==> config.mk <==
export PLATFORM = sky130hd
export DESIGN_NAME = dual_range_gated_average_fusion
export DESIGN_NICKNAME = d
export VERILOG_FILES = /design/src/rtl/drgaf_pkg.sv /design/src/rtl/drgaf_div.sv /design/src/rtl/drgaf_lane.sv /design/src/rtl/drgaf_merge.sv /design/src/rtl/dual_range_gated_average_fusion.sv
export VERILOG_INCLUDE_DIRS = /design/src /design/src/rtl
export SDC_FILE = /design/constraint.sdc
export NUM_CORES = 2
export LEC_CHECK = 0
export BUFFER_PORTS_ARGS = -buffer_cell sky130_fd_sc_hd__buf_4
export CAP_MARGIN = 40
export CORE_ASPECT_RATIO = 1.5
export CORE_MARGIN = 5
export CORE_UTILIZATION = 55
export DETAILED_ROUTE_END_ITERATION = 10
export PLACE_DENSITY = 0.83
export SLEW_MARGIN = 0
export SYNTH_ARGS = -nofsm -noshare
export SYNTH_HDL_FRONTEND = slang
export SYNTH_HIERARCHICAL = 1
export SYNTH_SLANG_ARGS = --single-unit
export TNS_END_PERCENT = 50
==> constraint.sdc <==
create_clock -name clk -period 20.5 [get_ports clk]
set_input_delay 4.1 -clock clk [delete_from_list [all_inputs] [get_ports clk]]
set_output_delay 4.1 -clock clk [all_outputs]
set_load 0.03 [all_outputs]
==> src/rtl/dual_range_gated_average_fusion_defines.svh <==
// Assertion macros for the dual range fusion block.
// Each use names a label, an antecedent and a consequent; clk and rst of the
// using module clock and disable the check.
`ifndef DUAL_RANGE_GATED_AVERAGE_FUSION_DEFINES_SVH
`define DUAL_RANGE_GATED_AVERAGE_FUSION_DEFINES_SVH

`ifndef SYNTHESIS
// Same-cycle implication
`define DRGAF_ASSERT_IMP(lbl, ante, cons) \
  lbl: assert property (@(posedge clk) disable iff (rst) (ante) |-> (cons)) \
    else $error("same-cycle implication check failed");
// Next-cycle implication
`define DRGAF_ASSERT_NXT(lbl, ante, cons) \
  lbl: assert property (@(posedge clk) disable iff (rst) (ante) |=> (cons)) \
    else $error("next-cycle implication check failed");
`else
`define DRGAF_ASSERT_IMP(lbl, ante, cons)
`define DRGAF_ASSERT_NXT(lbl, ante, cons)
`endif

`endif

==> src/rtl/drgaf_pkg.sv <==
`timescale 1ns / 1ps
`default_nettype none

package drgaf_pkg;

  // Configuration port
  localparam int PADDR_W = 5;
  localparam int PDATA_W = 32;

  // Register indexes (byte address 4*index)
  localparam logic [2:0] REG_SONAR_MIN   = 3'd0;
  localparam logic [2:0] REG_SONAR_MAX   = 3'd1;
  localparam logic [2:0] REG_TOF_MIN     = 3'd2;
  localparam logic [2:0] REG_TOF_MAX     = 3'd3;
  localparam logic [2:0] REG_WINDOW_LEN  = 3'd4;
  localparam logic [2:0] REG_RECORDS     = 3'd5;
  localparam logic [2:0] REG_TOF_WEIGHT  = 3'd6;

  // Register widths
  localparam int SONAR_LIM_W = 12;
  localparam int TOF_LIM_W   = 16;
  localparam int WLEN_W      = 5;
  localparam int RPR_W       = 5;
  localparam int WEIGHT_W    = 9;

  // Register reset values
  localparam logic [SONAR_LIM_W-1:0] SONAR_MIN_RST  = 12'd150;
  localparam logic [SONAR_LIM_W-1:0] SONAR_MAX_RST  = 12'd3000;
  localparam logic [TOF_LIM_W-1:0]   TOF_MIN_RST    = 16'd10;
  localparam logic [TOF_LIM_W-1:0]   TOF_MAX_RST    = 16'd500;
  localparam logic [WLEN_W-1:0]      WINDOW_LEN_RST = 5'd20;
  localparam logic [RPR_W-1:0]       RECORDS_RST    = 5'd5;
  localparam logic [WEIGHT_W-1:0]    TOF_WEIGHT_RST = 9'd192;

  // Field widths
  localparam int SONAR_CODE_W = 10;
  localparam int TOF_RANGE_W  = 16;
  localparam int SON_AVG_W    = 16;
  localparam int TOF_AVG_W    = 20;
  localparam int FUSED_W      = 16;

  // Sonar gate: code*127 against limit*10 (tenths of a millimetre)
  localparam int SONAR_SCALED_W = 17;
  localparam logic [SONAR_SCALED_W-1:0] SONAR_CODE_X10 = 17'd127;
  localparam logic [SONAR_SCALED_W-1:0] MM_X10         = 17'd10;

  // Window average scaling: sum*NUM / (count*DEN)
  localparam int SCALE_W  = 11;
  localparam int DSCALE_W = 3;
  localparam logic [SCALE_W-1:0]  SONAR_NUM_SCALE = 11'd1016;
  localparam logic [DSCALE_W-1:0] SONAR_DEN_SCALE = 3'd5;
  localparam logic [SCALE_W-1:0]  TOF_NUM_SCALE   = 11'd16;
  localparam logic [DSCALE_W-1:0] TOF_DEN_SCALE   = 3'd1;

  // Fusion, Q8 weight
  localparam int Q8_SHIFT = 8;
  localparam logic [WEIGHT_W-1:0] WEIGHT_ONE = 9'd256;
  localparam int FUSE_NUM_W = WEIGHT_W + TOF_AVG_W;

  // Sequencer to lane request
  typedef struct packed {
    logic step;       // take a sample this cycle
    logic sample_ok;  // sample passed the gate
    logic mean;       // average and clear the record store
  } lane_cmd_t;

  // Lane status back to the sequencer
  typedef struct packed {
    logic busy;
    logic ready;
  } lane_stat_t;

endpackage

`default_nettype wire

==> src/rtl/drgaf_div.sv <==
`timescale 1ns / 1ps
`default_nettype none

// Restoring divider, one quotient bit per cycle
module drgaf_div #(
  parameter int NUM_W = 32,
  parameter int DEN_W = 8
) (
  input  logic             clk,
  input  logic             rst,
  input  logic             start,
  input  logic [NUM_W-1:0] num,
  input  logic [DEN_W-1:0] den,
  output logic             done,
  output logic [NUM_W-1:0] quot
);

  localparam int CNT_W = (NUM_W > 1) ? $clog2(NUM_W) : 1;

  logic             run;
  logic [CNT_W-1:0] cnt;
  logic [NUM_W-1:0] dq;
  logic [DEN_W-1:0] rem;
  logic [DEN_W-1:0] den_r;
  logic [DEN_W:0]   trial;
  logic [DEN_W:0]   diff;
  logic             ge;

  // Shift in the next dividend bit and trial-subtract
  assign trial = {rem, dq[NUM_W-1]};
  assign diff  = trial - {1'b0, den_r};
  assign ge    = trial >= {1'b0, den_r};
  assign quot  = dq;

  // Iteration control
  always_ff @(posedge clk) begin
    if (rst) begin
      run  <= 1'b0;
      done <= 1'b0;
      cnt  <= '0;
    end else begin
      done <= 1'b0;
      if (start) begin
        run <= 1'b1;
        cnt <= CNT_W'(NUM_W - 1);
      end else if (run) begin
        if (cnt == '0) begin
          run  <= 1'b0;
          done <= 1'b1;
        end else begin
          cnt <= cnt - 1'b1;
        end
      end
    end
  end

  // Datapath
  always_ff @(posedge clk) begin
    if (start) begin
      dq    <= num;
      den_r <= den;
      rem   <= '0;
    end else if (run) begin
      rem <= ge ? diff[DEN_W-1:0] : trial[DEN_W-1:0];
      dq  <= {dq[NUM_W-2:0], ge};
    end
  end

endmodule

`default_nettype wire

==> src/rtl/drgaf_lane.sv <==
`timescale 1ns / 1ps
`default_nettype none

// One sensor channel: window accumulation, window average, record store
// and store mean, sharing one iterative divider.
module drgaf_lane #(
  parameter int SAMPLE_W = 16,
  parameter int AVG_W    = 20,
  parameter int DEPTH    = 16
) (
  input  logic                          clk,
  input  logic                          rst,
  input  drgaf_pkg::lane_cmd_t          cmd,
  input  logic [SAMPLE_W-1:0]           sample,
  input  logic [drgaf_pkg::SCALE_W-1:0] num_scale,
  input  logic [drgaf_pkg::DSCALE_W-1:0] den_scale,
  input  logic [drgaf_pkg::WLEN_W-1:0]  window_length,
  input  logic [drgaf_pkg::RPR_W-1:0]   records_per_result,
  output drgaf_pkg::lane_stat_t         stat,
  output logic [AVG_W-1:0]              window_avg,
  output logic [AVG_W-1:0]              store_mean
);

  import drgaf_pkg::*;

  localparam int SUM_W   = SAMPLE_W + WLEN_W;
  localparam int FILL_W  = $clog2(DEPTH + 1);
  localparam int ADDR_W  = (DEPTH > 1) ? $clog2(DEPTH) : 1;
  localparam int RSUM_W  = AVG_W + FILL_W;
  localparam int WDIV_W  = SUM_W + SCALE_W;
  localparam int DIV_W   = (WDIV_W > RSUM_W) ? WDIV_W : RSUM_W;
  localparam int WDEN_W  = WLEN_W + DSCALE_W;
  localparam int DEN_W   = (WDEN_W > FILL_W) ? WDEN_W : FILL_W;
  localparam int CMP_W   = (FILL_W > RPR_W) ? FILL_W : RPR_W;
  localparam logic [FILL_W-1:0] DEPTH_FILL = FILL_W'(DEPTH);

  localparam logic [2:0] L_IDLE  = 3'd0;
  localparam logic [2:0] L_MUL   = 3'd1;
  localparam logic [2:0] L_WDIV  = 3'd2;
  localparam logic [2:0] L_STORE = 3'd3;
  localparam logic [2:0] L_WALK  = 3'd4;
  localparam logic [2:0] L_MDIV  = 3'd5;
  localparam logic [2:0] L_MEAN  = 3'd6;

  logic [2:0]        state;
  logic [WLEN_W-1:0] acc_cnt;
  logic [WLEN_W-1:0] tot_cnt;
  logic [SUM_W-1:0]  win_sum;
  logic [FILL_W-1:0] fill;
  logic              ready;
  logic [FILL_W-1:0] idx;
  logic              rd_pend;
  logic [RSUM_W-1:0] rec_sum;
  logic [AVG_W-1:0]  mem [DEPTH];
  logic [AVG_W-1:0]  rdata;

  logic [WLEN_W-1:0] acc_inc;
  logic [WLEN_W-1:0] tot_inc;
  logic [SUM_W-1:0]  sum_inc;
  logic              close;
  logic              room;
  logic              mem_we;
  logic              rd_en;
  logic [WDIV_W-1:0] wprod;
  logic [WDEN_W-1:0] wden;
  logic              div_start;
  logic [DIV_W-1:0]  div_num;
  logic [DEN_W-1:0]  div_den;
  logic              div_done;
  logic [DIV_W-1:0]  div_quot;

  // Window accumulation for this sample
  assign acc_inc = acc_cnt + WLEN_W'(cmd.sample_ok);
  assign tot_inc = tot_cnt + 1'b1;
  assign sum_inc = win_sum + (cmd.sample_ok ? SUM_W'(sample) : '0);
  assign close   = tot_inc >= window_length;

  // Store has room below both the record limit and the depth
  assign room = (CMP_W'(fill) < CMP_W'(records_per_result)) && (fill < DEPTH_FILL);

  assign mem_we = (state == L_STORE) && room;
  assign rd_en  = (state == L_WALK) && (idx < fill);

  // Divider operands: window average or store mean
  assign wprod = win_sum * num_scale;
  assign wden  = acc_cnt * den_scale;

  always_comb begin
    div_start = 1'b0;
    if (state == L_MUL) begin
      div_start = (acc_cnt != '0);
    end else if (state == L_WALK) begin
      div_start = !rd_en && !rd_pend && (fill != '0);
    end
  end

  assign div_num = (state == L_MUL) ? DIV_W'(wprod) : DIV_W'(rec_sum);
  assign div_den = (state == L_MUL) ? DEN_W'(wden)  : DEN_W'(fill);

  drgaf_div #(
    .NUM_W (DIV_W),
    .DEN_W (DEN_W)
  ) u_div (
    .clk   (clk),
    .rst   (rst),
    .start (div_start),
    .num   (div_num),
    .den   (div_den),
    .done  (div_done),
    .quot  (div_quot)
  );

  // Lane sequencer
  always_ff @(posedge clk) begin
    if (rst) begin
      state      <= L_IDLE;
      acc_cnt    <= '0;
      tot_cnt    <= '0;
      win_sum    <= '0;
      fill       <= '0;
      ready      <= 1'b0;
      rd_pend    <= 1'b0;
      window_avg <= '0;
    end else begin
      case (state)
        L_IDLE: begin
          if (cmd.step) begin
            acc_cnt <= acc_inc;
            tot_cnt <= tot_inc;
            win_sum <= sum_inc;
            if (close) begin
              state <= L_MUL;
            end
          end else if (cmd.mean) begin
            rd_pend <= 1'b0;
            state   <= L_WALK;
          end
        end
        L_MUL: begin
          // start the division if any sample passed, and open a fresh window
          acc_cnt <= '0;
          tot_cnt <= '0;
          win_sum <= '0;
          if (acc_cnt == '0) begin
            window_avg <= '0;
            state      <= L_STORE;
          end else begin
            state <= L_WDIV;
          end
        end
        L_WDIV: begin
          if (div_done) begin
            window_avg <= div_quot[AVG_W-1:0];
            state      <= L_STORE;
          end
        end
        L_STORE: begin
          // append the record, or drop it and flag the store as full
          if (room) begin
            fill <= fill + 1'b1;
          end else begin
            ready <= 1'b1;
          end
          state <= L_IDLE;
        end
        L_WALK: begin
          rd_pend <= rd_en;
          if (!rd_en && !rd_pend) begin
            state <= (fill == '0) ? L_MEAN : L_MDIV;
          end
        end
        L_MDIV: begin
          if (div_done) begin
            state <= L_MEAN;
          end
        end
        L_MEAN: begin
          fill  <= '0;
          ready <= 1'b0;
          state <= L_IDLE;
        end
        default: begin
          state <= L_IDLE;
        end
      endcase
    end
  end

  // Walk address, running sum and mean result
  always_ff @(posedge clk) begin
    if (state == L_IDLE) begin
      idx     <= '0;
      rec_sum <= '0;
    end else if (state == L_WALK) begin
      if (rd_en) begin
        idx <= idx + 1'b1;
      end
      if (rd_pend) begin
        rec_sum <= rec_sum + RSUM_W'(rdata);
      end
    end
    if (state == L_WALK && !rd_en && !rd_pend && fill == '0) begin
      store_mean <= '0;
    end else if (state == L_MDIV && div_done) begin
      store_mean <= div_quot[AVG_W-1:0];
    end
  end

  // Record store
  always_ff @(posedge clk) begin
    if (mem_we) begin
      mem[fill[ADDR_W-1:0]] <= window_avg;
    end
    if (rd_en) begin
      rdata <= mem[idx[ADDR_W-1:0]];
    end
  end

  assign stat.busy  = (state != L_IDLE);
  assign stat.ready = ready;

endmodule

`default_nettype wire

==> src/rtl/drgaf_merge.sv <==
`timescale 1ns / 1ps
`default_nettype none

// Weighted fusion of the two store means: (w*tof + (256-w)*sonar) >> 8
module drgaf_merge (
  input  logic                            clk,
  input  logic                            rst,
  input  logic                            start,
  input  logic [drgaf_pkg::WEIGHT_W-1:0]  weight,
  input  logic [drgaf_pkg::SON_AVG_W-1:0] sonar_mean,
  input  logic [drgaf_pkg::TOF_AVG_W-1:0] tof_mean,
  output logic                            done,
  output logic [drgaf_pkg::FUSED_W-1:0]   fused_mm,
  output logic                            positive
);

  import drgaf_pkg::*;

  localparam int PS_W  = WEIGHT_W + SON_AVG_W;
  localparam int TOP_B = Q8_SHIFT + FUSED_W;

  logic [WEIGHT_W-1:0]   w_sat;
  logic [WEIGHT_W-1:0]   w_rest;
  logic [FUSE_NUM_W-1:0] prod_t;
  logic [PS_W-1:0]       prod_s;
  logic [FUSE_NUM_W-1:0] num;
  logic                  v1;

  // Saturate the weight at one
  assign w_sat  = (weight > WEIGHT_ONE) ? WEIGHT_ONE : weight;
  assign w_rest = WEIGHT_ONE - w_sat;
  assign num    = prod_t + FUSE_NUM_W'(prod_s);

  // Stage valids
  always_ff @(posedge clk) begin
    if (rst) begin
      v1   <= 1'b0;
      done <= 1'b0;
    end else begin
      v1   <= start;
      done <= v1;
    end
  end

  // Multiply, then add, shift and saturate
  always_ff @(posedge clk) begin
    if (start) begin
      prod_t <= w_sat * tof_mean;
      prod_s <= w_rest * sonar_mean;
    end
    if (v1) begin
      fused_mm <= (|num[FUSE_NUM_W-1:TOP_B]) ? '1 : num[TOP_B-1:Q8_SHIFT];
      positive <= (num != '0);
    end
  end

endmodule

`default_nettype wire

==> src/rtl/dual_range_gated_average_fusion.sv <==
// A closing window adds a window-average division (time-of-flight divider, one quotient
// bit per cycle over 32 bits); a fused result adds a record walk of one entry per cycle,
// a mean division in each lane and the fusion stages.
// A new request is taken only on return to idle.
// Reset: synchronous; clears counters, sums, fill counts, ready flags and registers to
// defaults; record stores are not cleared.
`timescale 1ns / 1ps
`default_nettype none
`include "dual_range_gated_average_fusion_defines.svh"

module dual_range_gated_average_fusion #(
  parameter int RECORD_DEPTH = 16
) (
  input  logic                               clk,
  input  logic                               rst,
  // configuration
  input  logic                               psel,
  input  logic                               penable,
  input  logic                               pwrite,
  input  logic [drgaf_pkg::PADDR_W-1:0]      paddr,
  input  logic [drgaf_pkg::PDATA_W-1:0]      pwdata,
  output logic [drgaf_pkg::PDATA_W-1:0]      prdata,
  output logic                               pready,
  // sample requests
  input  logic                               sample_valid,
  output logic                               sample_stall,
  input  logic [drgaf_pkg::SONAR_CODE_W-1:0] sonar_code,
  input  logic [drgaf_pkg::TOF_RANGE_W-1:0]  tof_range_mm,
  // result requests
  output logic                               result_valid,
  input  logic                               result_stall,
  output logic                               laser_indicator,
  output logic                               fused_ready,
  output logic [drgaf_pkg::FUSED_W-1:0]      fused_mm_q4,
  output logic                               fused_positive,
  output logic [drgaf_pkg::SON_AVG_W-1:0]    sonar_window_avg_q4,
  output logic [drgaf_pkg::TOF_AVG_W-1:0]    tof_window_avg_q4
);

  import drgaf_pkg::*;

  localparam logic [2:0] S_IDLE = 3'd0;
  localparam logic [2:0] S_STEP = 3'd1;
  localparam logic [2:0] S_MEAN = 3'd2;
  localparam logic [2:0] S_FUSE = 3'd3;
  localparam logic [2:0] S_OUT  = 3'd4;

  logic [SONAR_LIM_W-1:0] sonar_min_mm;
  logic [SONAR_LIM_W-1:0] sonar_max_mm;
  logic [TOF_LIM_W-1:0]   tof_min_mm;
  logic [TOF_LIM_W-1:0]   tof_max_mm;
  logic [WLEN_W-1:0]      window_length;
  logic [RPR_W-1:0]       records_per_result;
  logic [WEIGHT_W-1:0]    tof_weight_q8;

  logic [2:0]                state;
  logic                      accept;
  logic                      cfg_we;
  logic [SONAR_SCALED_W-1:0] sonar_scaled;
  logic [SONAR_SCALED_W-1:0] sonar_lo;
  logic [SONAR_SCALED_W-1:0] sonar_hi;
  logic                      sonar_ok;
  logic                      tof_ok;
  logic                      laser_hold;
  logic                      fused_hold;
  logic                      lanes_idle;
  logic                      both_ready;
  logic                      merge_start;
  logic                      merge_done;
  logic [FUSED_W-1:0]        merge_mm;
  logic                      merge_pos;
  logic                      out_load;

  lane_cmd_t  son_cmd;
  lane_cmd_t  tof_cmd;
  lane_stat_t son_stat;
  lane_stat_t tof_stat;

  logic [SON_AVG_W-1:0] son_win_avg;
  logic [SON_AVG_W-1:0] son_mean;
  logic [TOF_AVG_W-1:0] tof_win_avg;
  logic [TOF_AVG_W-1:0] tof_mean;

  // Register writes
  assign pready = 1'b1;
  assign cfg_we = psel && penable && pwrite;

  always_ff @(posedge clk) begin
    if (rst) begin
      sonar_min_mm       <= SONAR_MIN_RST;
      sonar_max_mm       <= SONAR_MAX_RST;
      tof_min_mm         <= TOF_MIN_RST;
      tof_max_mm         <= TOF_MAX_RST;
      window_length      <= WINDOW_LEN_RST;
      records_per_result <= RECORDS_RST;
      tof_weight_q8      <= TOF_WEIGHT_RST;
    end else if (cfg_we) begin
      case (paddr[4:2])
        REG_SONAR_MIN:  sonar_min_mm       <= pwdata[SONAR_LIM_W-1:0];
        REG_SONAR_MAX:  sonar_max_mm       <= pwdata[SONAR_LIM_W-1:0];
        REG_TOF_MIN:    tof_min_mm         <= pwdata[TOF_LIM_W-1:0];
        REG_TOF_MAX:    tof_max_mm         <= pwdata[TOF_LIM_W-1:0];
        REG_WINDOW_LEN: window_length      <= pwdata[WLEN_W-1:0];
        REG_RECORDS:    records_per_result <= pwdata[RPR_W-1:0];
        REG_TOF_WEIGHT: tof_weight_q8      <= pwdata[WEIGHT_W-1:0];
        default: ;
      endcase
    end
  end

  // Register reads
  always_comb begin
    case (paddr[4:2])
      REG_SONAR_MIN:  prdata = PDATA_W'(sonar_min_mm);
      REG_SONAR_MAX:  prdata = PDATA_W'(sonar_max_mm);
      REG_TOF_MIN:    prdata = PDATA_W'(tof_min_mm);
      REG_TOF_MAX:    prdata = PDATA_W'(tof_max_mm);
      REG_WINDOW_LEN: prdata = PDATA_W'(window_length);
      REG_RECORDS:    prdata = PDATA_W'(records_per_result);
      REG_TOF_WEIGHT: prdata = PDATA_W'(tof_weight_q8);
      default:        prdata = '0;
    endcase
  end

  // Range gates; sonar compared in tenths of a millimetre
  assign sonar_scaled = SONAR_SCALED_W'(sonar_code) * SONAR_CODE_X10;
  assign sonar_lo     = SONAR_SCALED_W'(sonar_min_mm) * MM_X10;
  assign sonar_hi     = SONAR_SCALED_W'(sonar_max_mm) * MM_X10;
  assign sonar_ok     = (sonar_scaled < sonar_hi) && (sonar_scaled > sonar_lo);
  assign tof_ok       = (tof_range_mm < tof_max_mm) && (tof_range_mm > tof_min_mm);

  // Handshake and lane requests
  assign sample_stall = (state != S_IDLE);
  assign accept       = sample_valid && !sample_stall;
  assign lanes_idle   = !son_stat.busy && !tof_stat.busy;
  assign both_ready   = son_stat.ready && tof_stat.ready;
  assign merge_start  = (state == S_MEAN) && lanes_idle;
  assign out_load     = (state == S_OUT) && (!result_valid || !result_stall);

  assign son_cmd.step      = accept;
  assign son_cmd.sample_ok = sonar_ok;
  assign son_cmd.mean      = (state == S_STEP) && lanes_idle && both_ready;
  assign tof_cmd.step      = accept;
  assign tof_cmd.sample_ok = tof_ok;
  assign tof_cmd.mean      = son_cmd.mean;

  drgaf_lane #(
    .SAMPLE_W (SONAR_CODE_W),
    .AVG_W    (SON_AVG_W),
    .DEPTH    (RECORD_DEPTH)
  ) u_sonar_lane (
    .clk                (clk),
    .rst                (rst),
    .cmd                (son_cmd),
    .sample             (sonar_code),
    .num_scale          (SONAR_NUM_SCALE),
    .den_scale          (SONAR_DEN_SCALE),
    .window_length      (window_length),
    .records_per_result (records_per_result),
    .stat               (son_stat),
    .window_avg         (son_win_avg),
    .store_mean         (son_mean)
  );

  drgaf_lane #(
    .SAMPLE_W (TOF_RANGE_W),
    .AVG_W    (TOF_AVG_W),
    .DEPTH    (RECORD_DEPTH)
  ) u_tof_lane (
    .clk                (clk),
    .rst                (rst),
    .cmd                (tof_cmd),
    .sample             (tof_range_mm),
    .num_scale          (TOF_NUM_SCALE),
    .den_scale          (TOF_DEN_SCALE),
    .window_length      (window_length),
    .records_per_result (records_per_result),
    .stat               (tof_stat),
    .window_avg         (tof_win_avg),
    .store_mean         (tof_mean)
  );

  drgaf_merge u_merge (
    .clk        (clk),
    .rst        (rst),
    .start      (merge_start),
    .weight     (tof_weight_q8),
    .sonar_mean (son_mean),
    .tof_mean   (tof_mean),
    .done       (merge_done),
    .fused_mm   (merge_mm),
    .positive   (merge_pos)
  );

  // Sequencer: step lanes, fuse when both stores are full, deliver result
  always_ff @(posedge clk) begin
    if (rst) begin
      state        <= S_IDLE;
      result_valid <= 1'b0;
      laser_hold   <= 1'b0;
      fused_hold   <= 1'b0;
    end else begin
      // raise valid on a fresh result, drop it once taken
      if (out_load) begin
        result_valid <= 1'b1;
      end else if (result_valid && !result_stall) begin
        result_valid <= 1'b0;
      end
      case (state)
        S_IDLE: begin
          if (accept) begin
            laser_hold <= tof_ok;
            state      <= S_STEP;
          end
        end
        S_STEP: begin
          if (lanes_idle) begin
            fused_hold <= both_ready;
            state      <= both_ready ? S_MEAN : S_OUT;
          end
        end
        S_MEAN: begin
          if (lanes_idle) begin
            state <= S_FUSE;
          end
        end
        S_FUSE: begin
          if (merge_done) begin
            state <= S_OUT;
          end
        end
        S_OUT: begin
          if (out_load) begin
            state <= S_IDLE;
          end
        end
        default: begin
          state <= S_IDLE;
        end
      endcase
    end
  end

  // Result register: load when the slot is free
  always_ff @(posedge clk) begin
    if (out_load) begin
      laser_indicator     <= laser_hold;
      fused_ready         <= fused_hold;
      fused_mm_q4         <= fused_hold ? merge_mm : '0;
      fused_positive      <= fused_hold && merge_pos;
      sonar_window_avg_q4 <= son_win_avg;
      tof_window_avg_q4   <= tof_win_avg;
    end
  end

  // Checks
  `DRGAF_ASSERT_IMP(a_result_from_out, $rose(result_valid), $past(state) == S_OUT)
  `DRGAF_ASSERT_IMP(a_idle_fields_zero, result_valid && !fused_ready, fused_mm_q4 == '0 && !fused_positive)
  `DRGAF_ASSERT_IMP(a_mean_when_ready, son_cmd.mean, both_ready && lanes_idle)
  `DRGAF_ASSERT_NXT(a_mean_starts_walk, son_cmd.mean, son_stat.busy && tof_stat.busy)
  `DRGAF_ASSERT_IMP(a_ready_cleared, merge_start, !son_stat.ready && !tof_stat.ready)

endmodule

`default_nettype wire
# Word-level counts from Yosys, hierarchy flattened
# Memory sizes are Yosys's and may differ from the RTL's. A register that Yosys moved wholly into a read port is not among the register bits.
# Index checks and enable logic that the tools add are counted.
[classes] n_addsub=18 mul=7 n_div=0 order_cmp=15 eq_ne=51 shift=0 mux=92 n_bitwise=3 n_reduce_logical=103
[ops] cell="$pmux 16 s7" n=1
[ops] cell="$mux 26" n=3
[ops] cell="$mux 5" n=14
[ops] cell="$mux 32" n=2
[ops] cell="$pmux 5 s2" n=6
[ops] cell="$mux 3" n=17
[ops] cell="$mux 16" n=3
[ops] cell="$pmux 3 s5" n=3
[ops] cell="$reduce_and 2->1" n=22
[ops] cell="$pmux 21 s2" n=1
[ops] cell="$mux 20" n=2
[ops] cell="$ne 2x2->1 const B" n=20
[ops] cell="$pmux 20 s2" n=1
[ops] cell="$pmux 16 s2" n=1
[ops] cell="$logic_and 1x1->1" n=31
[ops] cell="$add 5x1->5 const B" n=6
[ops] cell="$eq 3x3->1 const B" n=10
[ops] cell="$logic_not 5->1" n=6
[ops] cell="$mul 12x3->15 const B" n=2
[ops] cell="$pmux 15 s2" n=1
[ops] cell="$add 29x25->29" n=1
[ops] cell="$mul 9x20->29" n=1
[ops] cell="$reduce_bool 29->1" n=1
[ops] cell="$add 25x20->25" n=1
[ops] cell="other kinds (46)" n=133
[totals] register_bits=517 latch_bits=0 ramBits=576 rom_bits=0 inputBits=70 wordCells=350 memories=2
[memory_table] name="u_tof_lane.mem" words=16 width=20 rd=1 rd_ports_with_merged_regs=1 write_ports=1 line_no="drgaf_lane.sv:54" text="logic [AVG_W-1:0] mem [DEPTH];"
[memory_table] name="u_sonar_lane.mem" words=16 width=16 rd=1 rd_ports_with_merged_regs=1 write_ports=1 line_no="drgaf_lane.sv:54"

# Logic depth before layout (Yosys ltp)
[logic_depth] ltp_word=9 mapped_depth=32 mapped_depth_nobuf=32

# Cells and area by module
# The synthesis kept the hierarchy.
[by_module_without_submodules] module="drgaf_lane (u_tof_lane)" n_inst=1 cells_per_inst=2292 area_each_um2=27241.1
[by_module_without_submodules] module="drgaf_lane (u_sonar_lane)" n_inst=1 cells_per_inst=1832 area_each_um2=21694.6
[by_module_without_submodules] module="drgaf_merge" n_inst=1 cells_per_inst=1541 area_each_um2=13899.6
[by_module_without_submodules] module="dual_range_gated_average_fusion" n_inst=1 cells_per_inst=1035 area_each_um2=9671.8
[by_module_without_submodules] module="drgaf_div (u_tof_lane.u_div)" n_inst=1 cells_per_inst=206 area_each_um2=2672.6
[by_module_without_submodules] module="drgaf_div (u_sonar_lane.u_div)" n_inst=1 cells_per_inst=202 area_each_um2=2412.3

# Least setup slack after synthesis
# OpenSTA, ideal clock, no wires.
[synth_path] kind="input -> register" startpoint="in sonar_code[3] in the netlist's numbering" endpoint="reg u_sonar_lane.win_sum[14]" setup_time_ps=128 arrival_time_ps=10718 t_required_ps=20372 path_slack_ps=9654 path_stages=29 path_buffers=0 path_cell_list="inv_1 -> fa_1 -> fa_1 -> fa_1 -> fa_1 -> inv_1 -> ha_1 -> nor3_1 -> or2_2 -> o31ai_1 -> a221o_1 -> a21oi_1 -> xnor2_1 -> ha_1 -> nand4_1 -> or4_1 -> o21ai_0 -> maj3_1 -> a211oi_2 -> and2_1 -> ha_1 -> fa_1 -> a21o_1 -> a21oi_1 -> o211ai_1 -> a41oi_1 -> nor4b_1 -> xnor2_1 -> nor2_1"
[synth_lines] element="start, declared" line_no="dual_range_gated_average_fusion.sv:27" text="input logic [drgaf_pkg::SONAR_CODE_W-1:0] sonar_code,"
[synth_lines] element="end signal, assigned" line_no="drgaf_lane.sv:130" text="win_sum <= sum_inc;"
[synth_lines] element="end, declared" line_no="drgaf_lane.sv:48" text="logic [SUM_W-1:0] win_sum;"

==> results.toml <==
[run_status]
status = "finished, final reports clean"

[synth]
yosys_warnings = 6
synth_seq_area_share_pct = 39.6
synth_ff_type = "edfxtp_1"
syn_area_mm2 = 0.0776
ys_ff_latch = 1129
async_reset_ff_share_pct = 0
synthDistinctLibCells = 123
synth_edf_count = 812
synth.avg_cell_area_um2 = 10.9
syn_inst = 7108

[sta]
fin_tns_setup_ns = 0
drv_slew = 0
fin_crit_sh_pct = 54.7
clock.fmax_mhz = 89.2
final_hold_viol_count = 0
worst_pin_slew_ns = 0.865
relSlewSlack_pct = 40.8
holdWs_ns = 0.464
grt_setup_unrepaired = "false"
finClkSkew_ns = 0.0606
post-route-min-period_ns = 11.21
finalSetupViolCount = 0

[place]
routabilityCongestion = 0.936
io_buffers = 124
dp_hpwl_mm = 138
placed_area_mm2 = 0.0809

[global_routing]
grt_pass1_vias = 56687
antenna_found_initial = 13
grt_pass1_wl_mm = 307
grt_max_degree = 72
gr-total-overflow = 0
grtUsageTotal_pct = 26.0

[clock_network]
cts_htree_levels = 3
cts_tree = "yes"
cts.sinks = 1129
cts_resized = 0
cts_inserted_buffers = 106
cts.path.max_buffers = 3
cts_root_buf = "clkbuf_16"
clock_latency_ns = 0.77
postCtsHoldBufs = 0
clk_pin_slew_worst_paths_ns = 0.07
cts_setup_buffers = 0

[critical_path]
critPathKind = "in -> reg"
crit_required_ns = 21.14
start_kind = "primary input"
endpoint_kind = "register"
cp.arrival_ns = 11.85
cp_slowest_cell = "a211oi_2"
startpoint = "sonar_code[3]"
path_max_fanout = 11
cp_common_cell = "fa_1"
r2r-start = "tof_weight_q8[8]"
slowest_delay_ns = 0.69

[pwr]
clkPwrFrac_pct = 32.4
power_leakage_nw = 35.6
power_frac_seq_pct = 40.4
power.density_mw_per_mm2 = 76.2
power.internal_mw = 4.33
power_switching_mw = 2.12
combPwrFrac_pct = 27.2
switching_share_pct = 32.9
peakVddDrop_v = 0.000130

[floorplanning]
die_w_um = 317
dieArea_mm2 = 0.149
start_util_pct = 55.4
std_cell_rows = 168
fp.coreArea_mm2 = 0.140
die_h_um = 470
io_pins = 160

[detailed_routing]
drtAntennaViolNets = 0
drcViolationCount = 0
viasPerCell = 5.91
drt_iter0_drc = 4906
via_count = 54490
routed_wl_mm = 194
wl_per_cell_um = 21.0
first_pass_iters = 6

[job]
maxCapViolations = 0

[finish]
fillers = 10798
area_growth_pct = 9.19
nets = 8403
fin_area_mm2 = 0.0847
layout_commonest_cell = "nand2_1"
final_cell_mix = "950 x nand2_1, 861 x inv_1, 812 x edfxtp_1, 560 x fa_1, 522 x ha_1"
drive_gt1_share_pct = 10.3

[min_path]
hp-start = "tof_min_mm[4]"
worst_hold_path_type = "reg -> reg"
## registers in the layout, summed over array words and instances (netlist names), 15 cells and up
signal                   cells
u_tof_lane/mem             320
u_sonar_lane/mem           256
u_tof_lane/u_div/quot       32
u_merge/prod_t              29
u_sonar_lane/u_div/quot     26
u_merge/prod_s              25
u_tof_lane/rec_sum          25
u_sonar_lane/rec_sum        21
u_tof_lane/win_sum          21
tof_window_avg_q4           20
u_tof_lane/rdata            20
u_tof_lane/store_mean       20
u_tof_lane/window_avg       20
fused_mm_q4                 16
sonar_window_avg_q4         16
tof_max_mm                  16
tof_min_mm                  16
u_merge/fused_mm            16
u_sonar_lane/rdata          16
u_sonar_lane/store_mean     16
u_sonar_lane/window_avg     16
u_sonar_lane/win_sum        15
## power by group through the flow
stage | combinational, mW | sequential, mW | clock [mW]
floorplan | 1.31 | 2.60 | 0
global placement | 1.67 | 2.65 | 0
detailed placement | 1.71 | 2.65 | 0
CTS | 1.73 | 2.60 | 2.12
global route | 1.96 | 2.61 | 2.23
finish | 1.75 | 2.61 | 2.09
## logic make-up after synthesis
kind of cell	after synthesis	share of synthesized area, %
compound gates	1031	8.61
xor+xnor	228	2.57
fa+ha+maj	1083	22.9
buf+inv	1192	6.01
flops	1129	39.6
mux	317	7.16
other cells	2	0.00968
simple gates	2126	13.1
## routing by layer
layer | vias up | routed length, µm | global-route usage, %
met1 | 26969 | 70800 | 31.2
met3 | 622 | 15000 | 4.58
li1 | 24468 | - | -
met4 | 8 | 9860 | 11.4
met2 | 2423 | 98400 | 45.9
met5 | - | 44 | 0
## cell usage after synthesis (all sizes together) (140+ instances only)
master	number	area (µm²)
edfxtp	812	24400
and2	342	2140
nand2	952	3580
fa	560	11200
o21ai	202	1020
xnor2	140	1230
nor2	289	1090
inv	865	3250
dfxtp	317	6350
a21oi	358	1820
mux4	184	4140
clkbuf	228	857
ha	522	6530
## final timing paths
| kind | end | slack [ns] | cells after the start |
|---|---|---|---|
| max reg2reg | u_merge/prod_s[22] | 13.95 | 22 |
| min | tof_min_mm[4] | 0.46 | 2 |
| min reg2reg | tof_min_mm[4] | 0.46 | 2 |
| max | u_sonar_lane/win_sum[14] | 9.29 | 30 |
## worst max-delay path: cells and delay by family
kind | cells | cell delay [ns]
fa+ha+maj | 9 | 3.47
simple gates | 7 | 1.30
buf+inv | 3 | 0.22
xor+xnor | 2 | 0.41
compound gates | 9 | 2.32
## final cells by class
class | count | area, µm² | share of cell area, %
antenna | 9 | 22.5 | 0.0266
clock buffer | 151 | 3090 | 3.65
clock inverter | 51 | 684 | 0.808
inverter | 867 | 3260 | 3.84
multi-input combinational | 4931 | 42900 | 50.6
sequential | 1129 | 30700 | 36.3
tap | 1870 | 2340 | 2.76
timing repair buffer | 216 | 1700 | 2.00
## through the flow
| stage | cells | power (mW) | setup slack (ns) | util [%] |
|---|---|---|---|---|
| 2_1_floorplan | 7252 | 3.91 | 9.65 | - |
| 3_3_place_gp | 9002 | 4.31 | 8.64 | 57.7 |
| 3_5_place_dp | 9013 | 4.36 | 8.46 | 57.8 |
| 4_1_cts | 9215 | 6.45 | 9.30 | 60.5 |
| 5_1_grt | 9216 | 6.80 | 8.89 | 60.5 |
| 6_report | 9224 | 6.45 | 9.29 | 60.5 |
Note: power is estimated with default switching activity, not from simulation.
